`config.mk`:
```
export PLATFORM = sky130hd
export DESIGN_NAME = fsa_fadd
export DESIGN_NICKNAME = d
export VERILOG_FILES = /design/src/hw/rtl/assert_macros.svh /design/src/hw/rtl/fsa_pkg.sv /design/src/hw/rtl/fsa_fadd.sv
export SDC_FILE = /design/constraint.sdc
export NUM_CORES = 1
export LEC_CHECK = 0
export ABC_CLOCK_PERIOD_IN_PS = 8000
export BUFFER_PORTS_ARGS = -buffer_cell sky130_fd_sc_hd__buf_4
export CAP_MARGIN = 20
export CORE_AREA = 2 2 249 190
export CTS_CLUSTER_DIAMETER = 40
export CTS_CLUSTER_SIZE = 28
export DETAILED_ROUTE_END_ITERATION = 8
export DIE_AREA = 0 0 251 192
export GPL_TIMING_DRIVEN = 0
export HOLD_SLACK_MARGIN = 0.1
export SLEW_MARGIN = 10
export SYNTH_ARGS = -nofsm -noshare
export SYNTH_HDL_FRONTEND = slang
export SYNTH_SLANG_ARGS = --single-unit
```
`constraint.sdc`:
```
create_clock -name aclk -period 8 [get_ports aclk]
set_clock_uncertainty 0.05 [all_clocks]
set_input_delay 0.8 -clock aclk [delete_from_list [all_inputs] [get_ports aclk]]
set_output_delay 0.8 -clock aclk [all_outputs]
set_load 0.05 [all_outputs]
```
`src/hw/rtl/assert_macros.svh`:
```
// concurrent assertion helpers, clocked on aclk
`ifndef ASSERT_MACROS_SVH
`define ASSERT_MACROS_SVH

`ifndef SYNTHESIS
`define FSA_ASSERT(lbl, prop, msg) \
    lbl: assert property (@(posedge aclk) disable iff (!aresetn) prop) else $error(msg);
`define FSA_ASSERT_ALWAYS(lbl, prop, msg) \
    lbl: assert property (@(posedge aclk) prop) else $error(msg);
`else
`define FSA_ASSERT(lbl, prop, msg)
`define FSA_ASSERT_ALWAYS(lbl, prop, msg)
`endif

`endif

```
`src/hw/rtl/fsa_pkg.sv`:
```
`timescale 1ns / 1ps
package fsa_pkg;

    localparam int MAX_PIXELS_DEF  = 16384;
    localparam int NUM_OUTPUTS_DEF = 4;
    localparam int CHANNELS_DEF    = 3;

    localparam int FLT_W = 32;

    typedef enum logic [1:0] {
        CFG_FILM_WIDTH  = 2'd0,
        CFG_FILM_HEIGHT = 2'd1,
        CFG_ENABLE_MASK = 2'd2,
        CFG_TRIPLE_MASK = 2'd3
    } fsa_cfg_idx_t;

    typedef enum logic {
        OP_SPLAT = 1'b0,
        OP_READ  = 1'b1
    } fsa_op_t;

    localparam logic [31:0] FLT_QNAN = 32'h7FC0_0000;

    // store port control
    typedef struct packed {
        logic rd_en;
        logic wr_en;
    } fsa_mem_ctl_t;

    function automatic logic flt_finite(input logic [31:0] b);
        return b[30:23] != 8'hFF;
    endfunction

    // floor of a coordinate: {ok, value}; ok only for values in [0, 256)
    function automatic logic [8:0] floor_coord(input logic [31:0] b);
        logic [7:0]  e;
        logic [23:0] m;
        logic [4:0]  sh;
        logic [8:0]  r;
        e  = b[30:23];
        m  = {1'b1, b[22:0]};
        sh = 5'(8'd150 - e);
        r  = 9'd0;
        if (e == 8'hFF) begin
            r = 9'd0;
        end else if (b[31]) begin
            r = {(b[30:0] == 31'd0), 8'd0};
        end else if (e < 8'd127) begin
            r = {1'b1, 8'd0};
        end else if (e >= 8'd135) begin
            r = 9'd0;
        end else begin
            r = {1'b1, 8'(m >> sh)};
        end
        return r;
    endfunction

endpackage

```
`src/hw/rtl/fsa_fadd.sv`:
```
`timescale 1ns / 1ps
module fsa_fadd (
    input  logic        aclk,
    input  logic        aresetn,
    input  logic        in_valid,
    input  logic [31:0] acc,      // stored sum, may be inf or nan
    input  logic [31:0] smp,      // finite sample
    output logic        out_valid,
    output logic [31:0] sum
);
    import fsa_pkg::*;

    logic [3:0] vld_reg;

    // stage 1: order operands, align
    logic        s1_sign_reg, s1_sub_reg, s1_zsign_reg, s1_spec_reg;
    logic [31:0] s1_spec_val_reg;
    logic [7:0]  s1_exp_reg;
    logic [26:0] s1_mx_reg, s1_my_reg;

    logic        swap;
    logic [31:0] big, sml;
    logic [7:0]  e_big, e_sml, d;
    logic [26:0] m_big, m_sml, aligned;
    logic        sticky;

    always_comb begin
        swap    = smp[30:0] > acc[30:0];
        big     = swap ? smp : acc;
        sml     = swap ? acc : smp;
        e_big   = (big[30:23] == 8'd0) ? 8'd1 : big[30:23];
        e_sml   = (sml[30:23] == 8'd0) ? 8'd1 : sml[30:23];
        m_big   = {(big[30:23] != 8'd0), big[22:0], 3'b000};
        m_sml   = {(sml[30:23] != 8'd0), sml[22:0], 3'b000};
        d       = e_big - e_sml;
        if (d >= 8'd27) begin
            aligned = 27'd0;
            sticky  = |m_sml;
        end else begin
            aligned = m_sml >> d[4:0];
            sticky  = |(m_sml & ~({27{1'b1}} << d[4:0]));
        end
    end

    // stage 2: add or subtract
    logic        s2_sign_reg, s2_zsign_reg, s2_spec_reg;
    logic [31:0] s2_spec_val_reg;
    logic [7:0]  s2_exp_reg;
    logic [27:0] s2_sum_reg;

    // stage 3: normalize
    logic        s3_sign_reg, s3_zsign_reg, s3_spec_reg, s3_zero_reg;
    logic [31:0] s3_spec_val_reg;
    logic [8:0]  s3_exp_reg;
    logic [26:0] s3_m_reg;

    function automatic logic [4:0] lzc27(input logic [26:0] v);
        logic [4:0] n;
        n = 5'd27;
        for (int i = 0; i < 27; i++) begin
            if (v[i]) n = 5'(26 - i);
        end
        return n;
    endfunction

    logic [4:0]  lz;
    logic [7:0]  em1, sh;
    logic [26:0] norm_m;
    logic [8:0]  norm_e;

    always_comb begin
        lz  = lzc27(s2_sum_reg[26:0]);
        em1 = s2_exp_reg - 8'd1;
        sh  = ({3'd0, lz} < em1) ? {3'd0, lz} : em1;
        if (s2_sum_reg[27]) begin
            norm_m = {s2_sum_reg[27:2], s2_sum_reg[1] | s2_sum_reg[0]};
            norm_e = {1'b0, s2_exp_reg} + 9'd1;
        end else begin
            norm_m = s2_sum_reg[26:0] << sh[4:0];
            norm_e = {1'b0, s2_exp_reg} - {1'b0, sh};
        end
    end

    // stage 4: round to nearest even, pack
    logic [31:0] res_reg;
    logic        inc;
    logic [7:0]  field;
    logic [30:0] rounded;
    logic [31:0] res_next;

    always_comb begin
        inc     = s3_m_reg[2] & (s3_m_reg[1] | s3_m_reg[0] | s3_m_reg[3]);
        field   = s3_m_reg[26] ? s3_exp_reg[7:0] : 8'd0;
        rounded = {field, s3_m_reg[25:3]} + 31'(inc);
        if (s3_spec_reg)
            res_next = s3_spec_val_reg;
        else if (s3_zero_reg)
            res_next = {s3_zsign_reg, 31'd0};
        else if (s3_exp_reg >= 9'd255)
            res_next = {s3_sign_reg, 8'hFF, 23'd0};
        else
            res_next = {s3_sign_reg, rounded};
    end

    always_ff @(posedge aclk) begin
        if (!aresetn) begin
            vld_reg <= '0;
        end else begin
            vld_reg <= {vld_reg[2:0], in_valid};
        end
        s1_sign_reg     <= big[31];
        s1_sub_reg      <= acc[31] ^ smp[31];
        s1_zsign_reg    <= acc[31] & smp[31];
        s1_spec_reg     <= (acc[30:23] == 8'hFF);
        s1_spec_val_reg <= (acc[22:0] != 23'd0) ? FLT_QNAN : acc;
        s1_exp_reg      <= e_big;
        s1_mx_reg       <= m_big;
        s1_my_reg       <= {aligned[26:1], aligned[0] | sticky};

        s2_sign_reg     <= s1_sign_reg;
        s2_zsign_reg    <= s1_zsign_reg;
        s2_spec_reg     <= s1_spec_reg;
        s2_spec_val_reg <= s1_spec_val_reg;
        s2_exp_reg      <= s1_exp_reg;
        s2_sum_reg      <= s1_sub_reg ? ({1'b0, s1_mx_reg} - {1'b0, s1_my_reg})
                                      : ({1'b0, s1_mx_reg} + {1'b0, s1_my_reg});

        s3_sign_reg     <= s2_sign_reg;
        s3_zsign_reg    <= s2_zsign_reg;
        s3_spec_reg     <= s2_spec_reg;
        s3_spec_val_reg <= s2_spec_val_reg;
        s3_zero_reg     <= (s2_sum_reg == 28'd0);
        s3_exp_reg      <= norm_e;
        s3_m_reg        <= norm_m;

        res_reg         <= res_next;
    end

    assign out_valid = vld_reg[3];
    assign sum       = res_reg;

endmodule

```
==> out/qor.txt <==
ROUTING
---------------------------------------------------------------------------------------
Number of violations reported at the end of detailed-routing iteration 0           1615
Count of TritonRoute iterations in the first routing pass                             5
Wire length reported by the detailed router                                    57500 µm
Routed WL per cell                                                              22.2 µm
Detail-routed via count per cell                                                   5.86
Final ANT Viol Nets                                                                   0
Via count                                                                         15200
Post-route DRC violation count                                                        0

CLOCK NETWORK
---------------------------------------------------------------------------------------
Clock sink count                                                                    274
Setup fix buffers added after clock tree synthesis                                    0
Clock buffers created by TritonCTS                                                   30
Cell at the root of the clock tree                                            clkbuf_16
Clk pin slew, worst setup/hold paths                                            0.07 ns
Number of buffers on the longest clock path                                           3
# H-tree levels                                                                       1
Clock Latency Late Sink                                                         0.58 ns
CTS tree                                                                            yes

PLACEMENT
---------------------------------------------------------------------------------------
Post-detail-place hpwl                                                         45200 µm
DP Worst Slack                                                                -0.820 ns
Placer Congestion                                                                 0.999
Count of input and output buffers                                                    99
Placed cell count                                                                  2541
Placed inst area                                                              17500 µm²

GLOBAL ROUTING
---------------------------------------------------------------------------------------
Global-route wire length before repair                                         86500 µm
Largest net degree at the start of global routing                                    21
Number of antenna violations at the first check in global routing                     5
Vias in the first global route                                                    14200
Combined global-route utilization of all metal layers                             0.234
Global route total overflow                                                           0

CRITICAL PATH
---------------------------------------------------------------------------------------
Required @ worst endpoint                                                       8.36 ns
CP endpoint kind                                                              flip-flop
Depth of the worst register-to-register path                                         24
Classification of the worst setup path                                     input port to flip-flop
Kind of start point of the critical path                                     input port
FF-to-FF Start                                                             s2_sum_reg[4]
Maximum fanout encountered on the critical timing path                               10
Slack of the worst reg-to-reg path                                              1.50 ns
Capture point of the worst reg-to-reg path                                 s3_exp_reg[8]
Crit path DAT                                                                   8.17 ns

TIMING
---------------------------------------------------------------------------------------
Fraction of the cycle the final worst path needs                                  0.977
Final critical delay including setup and external delays                        7.81 ns
RSZ-0062 raised after global routing                                               true
Setup TNS                                                                          0 ns
Peak Freq                                                                     0.128 GHz
Hold violation count in the final report                                              0
Final setup violating endpoints                                                       0
Slew Limit Headroom                                                               0.299
Transition time of the tightest slew-check pin                                  1.03 ns
Minimum setup slack in the final design                                        0.185 ns
Final count of pins violating max slew                                                0

LAYOUT
---------------------------------------------------------------------------------------
Final-stage net count                                                              2151
Share of cells above drive strength 1                                             0.131
Final core utilization                                                            0.408
Antenna diode count                                                                   0
Final Non-Filler Cells                                                             2597
Area growth from synthesis to layout                                              17.2%
Cell area after layout                                                        18600 µm²

WORST HOLD PATH
---------------------------------------------------------------------------------------
Worst hold path class                                                      flip-flop to flip-flop
HP Start                                                                   s2_spec_val_reg[5]
Instance count along the most critical hold path                                      0
Hold Crit Endpoint                                                         s3_spec_val_reg[5]

SYNTHESIS
---------------------------------------------------------------------------------------
Number of warnings printed during yosys synthesis                                     0
Synthesized flop and latch total                                                    274
Post-Syn Instances                                                                 1826
Most instantiated flip-flop cell in the synthesis netlist                       dfxtp_1
FFs w/ async S/R, synth                                                               0
Synth unique cells                                                                   99
Post-synthesis area per instance                                               8.69 µm²
Fraction of the yosys area taken by sequential cells                              0.346
Cell Area, Synth                                                              15900 µm²
Number of enable flip-flop cells after synthesis                                      0

OUTCOME
---------------------------------------------------------------------------------------
Run status                                                                 complete, no violations

POWER
---------------------------------------------------------------------------------------
Pwr per Cell Area                                                            365 nW/µm²
Static leakage power                                                         0.00754 µW
Worst IR drop on VDD                                                         0.000162 V

JOB
---------------------------------------------------------------------------------------
Max-cap check violation count                                                         0

FLOORPLAN
---------------------------------------------------------------------------------------
Core Footprint                                                                45600 µm²
Horiz. Die Dim                                                                   251 µm
Die H                                                                            192 µm
Cell row count                                                                       68
Die outline area                                                              48200 µm²
# IOs                                                                               100
Initial standard-cell utilization of the core                                     0.348

cell type report:
class	instances	area [µm²]
inverters	110	418
flip-flops and latches	274	5490
clock buffers	32	779
plain buffers	87	414
repair buffers	99	743
fillers	4568	27000
well taps	595	744
multi-input cells	1376	9690
clock inverters	24	319
worst max-delay path: stages:
cell and delay (ns):
buf_4 0.12, inv_1 0.12, ha_1 0.27, a211oi_1 0.19, o21ai_0 0.14, a211oi_2 0.35
and4_1 0.24, buf_2 0.24, a21o_1 0.16, buf_6 0.19, buf_6 0.21, mux2_2 0.38
or4_1 0.48, nor4_1 0.33, nor2b_1 0.15, ha_1 0.24, inv_1 0.07, fa_1 0.25
a211o_1 0.17, o21ai_1 0.17, xor2_4 0.50, nor2_1 0.27, a211oi_4 0.63, nand4_1 0.20
or4_1 0.62, a2111oi_0 0.49, a21oi_1 0.18
synth_stat cells (all sizes together), types with 15 or more instances:
| master | n | area, µm² |
|---|---|---|
| and3 | 19 | 119 |
| o21ai | 136 | 681 |
| and2 | 18 | 113 |
| nor4 | 27 | 169 |
| nand3 | 42 | 210 |
| nor2b | 17 | 106 |
| nand2 | 169 | 642 |
| nand2b | 22 | 138 |
| a211oi | 27 | 213 |
| nand4 | 23 | 150 |
| a21o | 17 | 128 |
| a22oi | 15 | 118 |
| inv | 109 | 414 |
| a21oi | 95 | 479 |
| clkbuf | 58 | 218 |
| mux2 | 23 | 259 |
| xor2 | 30 | 263 |
| mux4 | 24 | 544 |
| dfxtp | 274 | 5490 |
| nor2 | 140 | 531 |
| mux2i | 56 | 561 |
| buf | 29 | 190 |
| xnor2 | 41 | 359 |
| a31oi | 27 | 169 |
| o211ai | 19 | 143 |
| ha | 103 | 1290 |
| o31ai | 21 | 158 |
| nor3 | 46 | 240 |
| a221oi | 15 | 161 |
timing repair:
action / CTS / global route
pin swaps: 0 / 1
endpoints found under the setup margin: 1 / 3
hold buffers: 0 / 0
resized for setup: 3 / 11
worst max path at each step:
stage	to	start
3_3_place_gp	s1_my_reg[0]	acc[19]
3_5_place_dp	s1_my_reg[0]	acc[19]
6_report	s1_my_reg[0]	acc[24]
2_1_floorplan	s1_my_reg[0]	acc[24]
5_1_grt	s1_my_reg[0]	acc[19]
4_1_cts	s1_my_reg[0]	acc[24]
per-layer routing:
metal,vias up,GRT usage,share of wire
met5,-,0,0.00040
met4,4,0.0549,0.021
met3,104,0.0625,0.11
met2,813,0.324,0.38
met1,7316,0.354,0.48
li1,6983,-,-
stage by stage:
stage | power, µW | hold WS (ns)
2_1_floorplan | 4130 | 0.260
3_3_place_gp | 5250 | 0.260
3_5_place_dp | 5230 | 0.262
4_1_cts | 6710 | 0.258
5_1_grt | 7140 | 0.267
6_report | 6790 | 0.253
cell families (layout without fill, tap and decap cells):
| logic type | Yosys count | count (layout) | synth area share |
|---|---|---|---|
| mux | 103 | 103 | 0.0859 |
| xor+xnor | 71 | 71 | 0.0392 |
| simple gates | 561 | 561 | 0.171 |
| flops | 274 | 274 | 0.346 |
| fa+ha+maj | 106 | 106 | 0.0850 |
| compound gates | 513 | 513 | 0.221 |
| buf+inv | 197 | 352 | 0.0520 |
| other cells | 1 | 22 | 0.000236 |
placed cells by master (no fill, tap or decap), types with 42 or more instances in the layout:
master and count:
a21oi_1 94, buf_4 103, clkbuf_1 54, dfxtp_1 274, ha_1 103, inv_1 108, mux2i_1 56, nand2_1 168
nand3_1 42, nor2_1 138, nor3_1 44, o21ai_0 133
where the power goes:
group / total, µW / internal, µW / leakage [µW] / switching [µW]
logic: 3340 / 1180 / 0.00473 / 2170
clock network: 1460 / 773 / 0.000528 / 682
registers: 1990 / 1690 / 0.00229 / 305
total: 6790 / 3640 / 0.00754 / 3150
(Power assumes the default switching activity.)
