### src/hw/rtl/assert_macros.svh
// concurrent assertion helpers, clocked on aclk
`ifndef ASSERT_MACROS_SVH
`define ASSERT_MACROS_SVH

`ifndef SYNTHESIS
`define FSA_ASSERT(lbl, prop, msg) \
    lbl: assert property (@(posedge aclk) disable iff (!aresetn) prop) else $error(msg);
`define FSA_ASSERT_ALWAYS(lbl, prop, msg) \
    lbl: assert property (@(posedge aclk) prop) else $error(msg);
`else
`define FSA_ASSERT(lbl, prop, msg)
`define FSA_ASSERT_ALWAYS(lbl, prop, msg)
`endif

`endif

### src/hw/rtl/fsa_pkg.sv
`timescale 1ns / 1ps
package fsa_pkg;

    localparam int MAX_PIXELS_DEF  = 16384;
    localparam int NUM_OUTPUTS_DEF = 4;
    localparam int CHANNELS_DEF    = 3;

    localparam int FLT_W = 32;

    typedef enum logic [1:0] {
        CFG_FILM_WIDTH  = 2'd0,
        CFG_FILM_HEIGHT = 2'd1,
        CFG_ENABLE_MASK = 2'd2,
        CFG_TRIPLE_MASK = 2'd3
    } fsa_cfg_idx_t;

    typedef enum logic {
        OP_SPLAT = 1'b0,
        OP_READ  = 1'b1
    } fsa_op_t;

    localparam logic [31:0] FLT_QNAN = 32'h7FC0_0000;

    // store port control
    typedef struct packed {
        logic rd_en;
        logic wr_en;
    } fsa_mem_ctl_t;

    function automatic logic flt_finite(input logic [31:0] b);
        return b[30:23] != 8'hFF;
    endfunction

    // floor of a coordinate: {ok, value}; ok only for values in [0, 256)
    function automatic logic [8:0] floor_coord(input logic [31:0] b);
        logic [7:0]  e;
        logic [23:0] m;
        logic [4:0]  sh;
        logic [8:0]  r;
        e  = b[30:23];
        m  = {1'b1, b[22:0]};
        sh = 5'(8'd150 - e);
        r  = 9'd0;
        if (e == 8'hFF) begin
            r = 9'd0;
        end else if (b[31]) begin
            r = {(b[30:0] == 31'd0), 8'd0};
        end else if (e < 8'd127) begin
            r = {1'b1, 8'd0};
        end else if (e >= 8'd135) begin
            r = 9'd0;
        end else begin
            r = {1'b1, 8'(m >> sh)};
        end
        return r;
    endfunction

endpackage

### src/hw/rtl/fsa_store.sv
`timescale 1ns / 1ps
module fsa_store #(
    parameter int DEPTH  = 2,
    parameter int ADDR_W = 1,
    parameter int DATA_W = 32
) (
    input  logic                      aclk,
    input  logic                      aresetn,
    input  fsa_pkg::fsa_mem_ctl_t     ctl,
    input  logic [ADDR_W-1:0]         addr,
    input  logic [DATA_W-1:0]         wr_data,
    output logic [DATA_W-1:0]         rd_data,
    output logic                      busy
);
    import fsa_pkg::*;

    logic [DATA_W-1:0] mem [DEPTH];
    logic [DATA_W-1:0] rd_data_reg;
    logic [ADDR_W-1:0] clr_reg;
    logic              busy_reg;

    // zeroing sweep after reset, one row per cycle
    always_ff @(posedge aclk) begin
        if (!aresetn) begin
            clr_reg  <= '0;
            busy_reg <= 1'b1;
        end else if (busy_reg) begin
            clr_reg <= clr_reg + ADDR_W'(1);
            if (clr_reg == ADDR_W'(DEPTH - 1))
                busy_reg <= 1'b0;
        end
    end

    always_ff @(posedge aclk) begin
        if (busy_reg)
            mem[clr_reg] <= '0;
        else if (ctl.wr_en)
            mem[addr] <= wr_data;
        if (ctl.rd_en)
            rd_data_reg <= mem[addr];
    end

    assign rd_data = rd_data_reg;
    assign busy    = busy_reg;

endmodule
### config.mk
export PLATFORM = sky130hd
export DESIGN_NAME = fsa_store
export DESIGN_NICKNAME = d
export VERILOG_FILES = /design/src/hw/rtl/assert_macros.svh /design/src/hw/rtl/fsa_pkg.sv /design/src/hw/rtl/fsa_store.sv
export SDC_FILE = /design/constraint.sdc
export NUM_CORES = 1
export LEC_CHECK = 0
export BUFFER_PORTS_ARGS = -buffer_cell sky130_fd_sc_hd__clkbuf_2
export CAP_MARGIN = 40
export CORE_ASPECT_RATIO = 0.75
export CORE_MARGIN = 2
export CORE_UTILIZATION = 54
export DETAILED_ROUTE_END_ITERATION = 8
export GPL_TIMING_DRIVEN = 0
export PLACE_DENSITY = 0.78
export SLEW_MARGIN = 10
export SYNTH_ARGS = -nofsm -noshare
export SYNTH_HDL_FRONTEND = slang
export SYNTH_SLANG_ARGS = --single-unit
### constraint.sdc
create_clock -name aclk -period 4.5 [get_ports aclk]
set_input_delay 0.675 -clock aclk [delete_from_list [all_inputs] [get_ports aclk]]
set_output_delay 0.675 -clock aclk [all_outputs]
set_load 0.01 [all_outputs]
==> results of run 1 <==
-- worst paths after layout --
path	from	to	slack, ns
worst max-delay path	addr	mem[1][26]	2.78
worst min-delay path	aresetn	busy	0.48
worst max register to register	busy	mem[0][10]	2.85
worst min register to register	clr_reg	clr_reg	0.49
-- layout by cell type, fill, tap and decap left out, types with 3 or more instances in the layout --
master                      n
sky130_fd_sc_hd__edfxtp_1  96
sky130_fd_sc_hd__clkbuf_2  71
sky130_fd_sc_hd__and2_1    32
sky130_fd_sc_hd__mux2_4    28
sky130_fd_sc_hd__clkbuf_8   9
sky130_fd_sc_hd__mux2_2     4
sky130_fd_sc_hd__buf_12     3
sky130_fd_sc_hd__nand2b_1   3
sky130_fd_sc_hd__nand2_1    3
sky130_fd_sc_hd__clkinv_4   3
-- layer usage --
| layer | track usage | vias up | wire [um] |
|---|---|---|---|
| met5 | 0 | - | 0 |
| met4 | 0.0329 | 0 | 42 |
| met3 | 0.0706 | 6 | 364 |
| met2 | 0.257 | 60 | 2760 |
| met1 | 0.191 | 822 | 2380 |
| li1 | - | 832 | - |
-- layout make-up --
type	count	area, um^2	share of cell area
flip-flops and latches	98	2920	0.653
clock inverters	6	91.3	0.0204
well taps	84	105	0.0235
clock buffers	10	128	0.0285
multi-input cells	74	744	0.166
plain buffers	7	86.3	0.0193
repair buffers	70	395	0.0884
-- power by group through the flow --
stage	Clock (mW)	Combinational (mW)	Sequential, mW
floorplan	0	0.116	1.20
global placement	0	0.204	1.19
detailed placement	0	0.234	1.19
CTS	0.621	0.234	1.17
global route	0.660	0.247	1.18
finish	0.607	0.229	1.16
-- critical path, stage by stage --
cell and delay [ns]:
sky130_fd_sc_hd__buf_6 0.14, sky130_fd_sc_hd__buf_12 0.16, sky130_fd_sc_hd__nand2_1 0.09, sky130_fd_sc_hd__o21ai_4 0.46, sky130_fd_sc_hd__buf_16 0.24
-- metrics by stage --
stage | hold WS [ns] | power [mW]
6_report | 0.480 | 2.00
5_1_grt | 0.486 | 2.08
4_1_cts | 0.456 | 2.02
3_5_place_dp | 0.470 | 1.42
3_3_place_gp | 0.465 | 1.40
2_1_floorplan | 0.457 | 1.32
-- cells by family after synthesis --
kind of cell,after synthesis
mux,32
buf+inv,7
flops,98
compound gates,3
simple gates,39
==> metrics.yaml, run 1 <==
worst_setup_path:
  crit_path_start_kind: "primary input"
  worstPathMaxFanout: 20
  critPathRequiredTime_ns: 4.55
  worst-endpoint-arrival_ns: 1.77
  timing.reg2reg.worst_path_depth: 3
  crit_type: "primary input to flip-flop"
  setup.worst_path.end_class: "flip-flop"
synth:
  synth_async_sr_flop_share: 0
  ys.flop_type: "sky130_fd_sc_hd__edfxtp_1"
  synth_largest_type_area_fraction: 0.773
  post_synth_inst_count: 179
  synth_cell_type_count: 13
  number_of_synthesized_flops_with_an_enable_pin: 96
  synth.largest_area_cell: "sky130_fd_sc_hd__edfxtp_1"
  synth_commonest_cells: "sky130_fd_sc_hd__edfxtp_1, sky130_fd_sc_hd__and2_1, sky130_fd_sc_hd__mux2_4"
  synth.cell_area_um2: 3730
  synth_compound_gate_area_share: 0.00469
  post_synth_xor_area_fraction: 0
  ys_warn_count: 0
  ys_seq_area_frac: 0.783
  synthSimpleGateAreaFrac: 0.0641
  synth_most_common_cell: "sky130_fd_sc_hd__edfxtp_1"
  ys_seq_elements: 98
  synth_fp_nets: 216
  synth-adder-area-share: 0
  synth_area_leaders: "sky130_fd_sc_hd__edfxtp_1, sky130_fd_sc_hd__mux2_4, sky130_fd_sc_hd__and2_1, sky130_fd_sc_hd__buf_12, sky130_fd_sc_hd__mux2_2"
  main_combinational_cell_family_by_area_after_synthesis: "multiplexers"
  multiplexer_fraction_of_the_synthesized_cell_area: 0.125
  average_cell_area_after_synthesis_um2: 20.8
timing:
  relSlewSlack: 0.439
  finalClockSkew_ns: 0.0118
  max_clock_freq_mhz: 580
  unrepaired_setup_endpoints_after_global_routing: "no"
  tightest_slew_ns: 0.842
  final-max-slew-violation-count: 0
  timing.final.hold_violations: 0
  finalSetupTns_ns: 0
  timing.final.crit_share: 0.383
  layout_min_cycle_time_ns: 1.72
  setup_slack_ns: 2.78
  setup_viol: 0
power:
  share_clk_of_total_power: 0.303
  combPwrFrac: 0.114
  vdd_ir_drop_max_uv: 224
  cellLeakagePower_nw: 1.82
  switching_component_of_the_power_uw: 432
  power.density_cell_area_nw_per_um2: 447
  seq_power_share: 0.582
  p_sw_frac: 0.216
  power_report.internal_total_mw: 1.57
global_routing:
  track_usage: 0.156
  first_global_vias: 1805
  globalRouteOverflowTotal: 0
  maximum_number_of_pins_on_one_net_before_global_route_repair: 33
  number_of_antenna_violations_at_the_first_check_in_global_routing: 0
  first_pass_grt_wire_length_um: 8670
drt:
  drt_iter0_markers: 71
  num_vias: 1720
  drt_pre_antenna_iters: 4
  remaining_drc_errors: 0
  wire_per_inst_um: 15.9
  wirelength_um: 5550
  via_per_inst: 4.93
  route.antenna.remaining_nets: 0
floorplanning:
  die_area_um2: 7600
  num_rows: 26
  placeableCoreArea_um2: 6770
  floorplan.die.height_um: 76.0
  floorplan.initialDensity: 0.551
  pin_count: 70
  chipWidth_um: 100
clock_tree:
  clk_transition_reported_paths_ns: 0.09
  clock_insertion_delay_worst_skew_ns: 0.35
  cts.path.max_buffers: 2
  post_cts_buffers: 0
  cts_sinks: 98
  cts.hold.buffers_added: 0
  cts-buffers-inserted: 9
  root_buffer: "sky130_fd_sc_hd__clkbuf_8"
  cts-htree-levels: 3
  tritoncts: "built"
  post_cts_resized: 0
placement:
  placement.setup.worst_slack_ns: 2.38
  detailed_place_hpwl_um: 3610
  placement.cell_area_um2: 4250
  dpl.cell_count: 333
  port_buffers: 68
  globalplace.congestion: 0.683
flow_run:
  cap_violations: 0
layout:
  syn2layout_area_growth_pct: 19.9
  final_core_util: 0.661
  final_area_um2: 4470
  layout.filler_cells: 484
  layout.nets: 297
  share_of_final_layout_standard_cells_stronger_than_drive_strength_1: 0.479
  largest_reg_flops: 64
  n_antenna_cell: 0
  finalNonFillerCells: 349
hold_path:
  timing.hold.worst.class: "primary input to flip-flop"
  min_path_cells: 2
outcome:
  outcome: "complete, no violations"
Note: power is estimated with default switching activity, not from simulation.
==> run 2: changes to the inputs <==
--- a/config.mk
+++ b/config.mk
@@ -5,6 +5,7 @@
 export SDC_FILE = /design/constraint.sdc
 export NUM_CORES = 1
 export LEC_CHECK = 0
+export ABC_AREA = 1
 export BUFFER_PORTS_ARGS = -buffer_cell sky130_fd_sc_hd__clkbuf_2
 export CAP_MARGIN = 40
 export CORE_ASPECT_RATIO = 0.75
==> constraint.sdc (replaced) <==
create_clock -name aclk -period 1.7 [get_ports aclk]
set_input_delay 0.255 -clock aclk [delete_from_list [all_inputs] [get_ports aclk]]
set_output_delay 0.255 -clock aclk [all_outputs]
set_load 0.01 [all_outputs]
==> run 2 against run 1 <==
First-iteration DRC count grew 49%. Core utilization grew 0.16 points. Global-route usage grew 2.0 points. Hold slack lost 0.42 ns. Synthesized cell count grew 56%. Sequential cell count is the same. Sequential share of layout area grew 0.48 points. Cell count grew 29%. Clock skew is essentially flat. Critical path type is now flip-flop to flip-flop. Largest cell class unchanged. Highest routed layer unchanged.
==> metrics.yaml, run 2 <==
outcome:
  outcome: "complete, no violations"
worst_setup_path:
  critPathRequiredTime_ns: 1.77
  worst-r2r-setup-slack_ns: 0.17
  setup.worst_path.end_class: "flip-flop"
  crit-reg2reg-launch: "busy"
  worstPathMaxFanout: 33
  crit_type: "flip-flop to flip-flop"
  worst_r2r_endpoint: "mem[1][14]"
  worst-endpoint-arrival_ns: 1.59
  crit_path_start_kind: "flip-flop"
  timing.reg2reg.worst_path_depth: 4
drt:
  drt_pre_antenna_iters: 4
  route.antenna.remaining_nets: 0
  detailroute.wirelength.met2_um: 3200
  drt_iter0_markers: 106
  highest-signal-layer: "met4"
  via_per_inst: 4.81
  num_vias: 2163
  wirelength_um: 6300
  wire_per_inst_um: 14.0
  remaining_drc_errors: 0
  met1_length_um: 2640
  wire_length_on_met3_um: 384
timing:
  whs_ns: 0.0614
  relSlewSlack: 0.421
  timing.final.hold_violations: 0
  setup_viol: 0
  tightest_slew_ns: 0.869
  layout_min_cycle_time_ns: 1.53
  unrepaired_setup_endpoints_after_global_routing: "no"
  finalClockSkew_ns: 0.0116
  timing.final.crit_share: 0.897
  final-max-slew-violation-count: 0
  max_clock_freq_mhz: 655
power:
  power.density_cell_area_nw_per_um2: 1220
  cellLeakagePower_nw: 2.02
  vdd_ir_drop_max_uv: 761
synth:
  synth_compound_gate_area_share: 0.00204
  synth.largest_area_cell: "sky130_fd_sc_hd__edfxtp_1"
  synth.cell_area_um2: 3680
  synth_cell_type_count: 13
  synth_area_leaders: "sky130_fd_sc_hd__edfxtp_1, sky130_fd_sc_hd__nand2_1, sky130_fd_sc_hd__inv_1, sky130_fd_sc_hd__nor2_1, sky130_fd_sc_hd__buf_6"
  ys_seq_elements: 98
  ys.flop_type: "sky130_fd_sc_hd__edfxtp_1"
  synth_most_common_cell: "sky130_fd_sc_hd__nand2_1"
  synth_largest_type_area_fraction: 0.782
  synth-adder-area-share: 0
  synth_async_sr_flop_share: 0
  ys_warn_count: 0
  synthSimpleGateAreaFrac: 0.141
  post_synth_inst_count: 280
  post_synth_xor_area_fraction: 0
  ys_seq_area_frac: 0.793
  synth_fp_nets: 317
  synth_commonest_cells: "sky130_fd_sc_hd__nand2_1, sky130_fd_sc_hd__edfxtp_1, sky130_fd_sc_hd__inv_1"
  main_combinational_cell_family_by_area_after_synthesis: "simple AND/OR/NAND/NOR gates"
  number_of_synthesized_flops_with_an_enable_pin: 96
  multiplexer_fraction_of_the_synthesized_cell_area: 0
  average_cell_area_after_synthesis_um2: 13.2
layout:
  sequential_cell_area_um2: 2920
  syn2layout_area_growth_pct: 20.5
  final_common_cell: "sky130_fd_sc_hd__nand2_1"
  layout.nets: 398
  share_of_final_layout_standard_cells_stronger_than_drive_strength_1: 0.279
  largest_reg_flops: 64
  multi_input_gate_area_um2: 556
  finalNonFillerCells: 450
  mostFrequentLayoutCells: "sky130_fd_sc_hd__nand2_1, sky130_fd_sc_hd__edfxtp_1, sky130_fd_sc_hd__clkbuf_2, sky130_fd_sc_hd__inv_1, sky130_fd_sc_hd__nor2_1"
  n_antenna_cell: 0
  layout.filler_cells: 502
floorplanning:
  placeableCoreArea_um2: 6700
  num_rows: 26
  die_area_um2: 7510
  floorplan.die.height_um: 75.5
  pin_count: 70
  floorplan.initialDensity: 0.550
  chipWidth_um: 99.4
global_routing:
  first_pass_grt_wire_length_um: 9610
  track_usage: 0.176
  globalRouteOverflowTotal: 0
  first_global_vias: 2062
  number_of_antenna_violations_at_the_first_check_in_global_routing: 0
  maximum_number_of_pins_on_one_net_before_global_route_repair: 34
hold_path:
  holdPathEnd: "busy"
  timing.hold.worst.class: "primary input to flip-flop"
  min-delay-start: "aresetn"
  min_path_cells: 2
clock_tree:
  post_cts_resized: 0
  root_buffer: "sky130_fd_sc_hd__clkbuf_8"
  cts-htree-levels: 3
  tritoncts: "built"
  cts-buffers-inserted: 9
  clk_transition_reported_paths_ns: 0.08
  cts_sinks: 98
  cts.path.max_buffers: 2
  clock_insertion_delay_worst_skew_ns: 0.36
flow_run:
  cap_violations: 0
placement:
  port_buffers: 68
  globalplace.congestion: 0.704
  dpl.cell_count: 433
  detailed_place_hpwl_um: 4000
## run 2: cell types whose count changed in the layout (fill, tap and decap cells not counted), sizes merged
cell	before	now
clkinvlp	0	1
clkinv	4	1
o21ai	2	0
nor2	0	34
inv	0	35
and2	32	0
nand2b	3	0
clkbuf	81	79
mux2	32	0
bufinv	2	3
nor2b	1	0
buf	6	12
nand3	0	1
nand2	3	101
## run 2: worst max-delay path, cell delays in order, from the launching register on
cell                      delay [ns]
sky130_fd_sc_hd__dfxtp_1        0.35
sky130_fd_sc_hd__nand2_1        0.20
sky130_fd_sc_hd__nand2_8        0.23
sky130_fd_sc_hd__nor2_4         0.24
sky130_fd_sc_hd__buf_16         0.20
## run 2: repair_timing
item                       in CTS  in global routing
setup endpoints to repair      20                  0
hold buffers                    0                  0
buffers inserted                1                  0
## run 2: worst max path at each step
| stage | start | to | slack [ns] | depth (start not counted) |
|---|---|---|---|---|
| 2_1_floorplan | busy | mem[1][0] | 0.01 | 4 |
| 3_3_place_gp | busy | mem[1][19] | -0.26 | 3 |
| 3_5_place_dp | addr | mem[1][15] | -0.09 | 6 |
| 4_1_cts | busy | mem[1][27] | 0.17 | 4 |
| 5_1_grt | busy | mem[1][27] | 0.11 | 5 |
| 6_report | busy | mem[1][14] | 0.17 | 4 |
## run 2: per-stage QoR
stage	power [mW]	setup TNS, ns	worst slack (ns)	util	area (um^2)
2_1_floorplan	3.47	0	0.0143	-	3710
3_3_place_gp	3.67	-8.11	-0.255	0.621	4160
6_report	5.44	0	0.174	0.663	4440
3_5_place_dp	3.74	-1.80	-0.0916	0.625	4190
5_1_grt	5.64	0	0.109	0.663	4440
4_1_cts	5.46	0	0.171	0.663	4440
## run 2: cell type report
type	count	share of cell area
Multi-Input combinational cell	137	0.125
Inverter	35	0.0301
Clock buffer	11	0.0296
Clock inverter	5	0.0231
Tap cell	84	0.0237
Buffer	10	0.0228
Timing Repair Buffer	70	0.0873
Sequential cell	98	0.658
## run 2: cells by family (layout without fill, tap and decap cells)
logic type             count (synthesis)  count (layout)
AOI/OAI and AO/OA                      1               1
buffers and inverters                 45             131
DFF                                   98              98
and+or+nand+nor                      136             136
## run 2: power breakdown
group | switching (mW) | internal (mW)
combinational | 0.369 | 0.212
sequential | 0.0774 | 3.03
clock | 0.767 | 0.976
## run 2: metal layers
layer	vias to the layer above	global-route usage
met4	0	0.0533
met5	-	0
met1	1029	0.201
met3	8	0.0679
li1	1065	-
met2	61	0.315
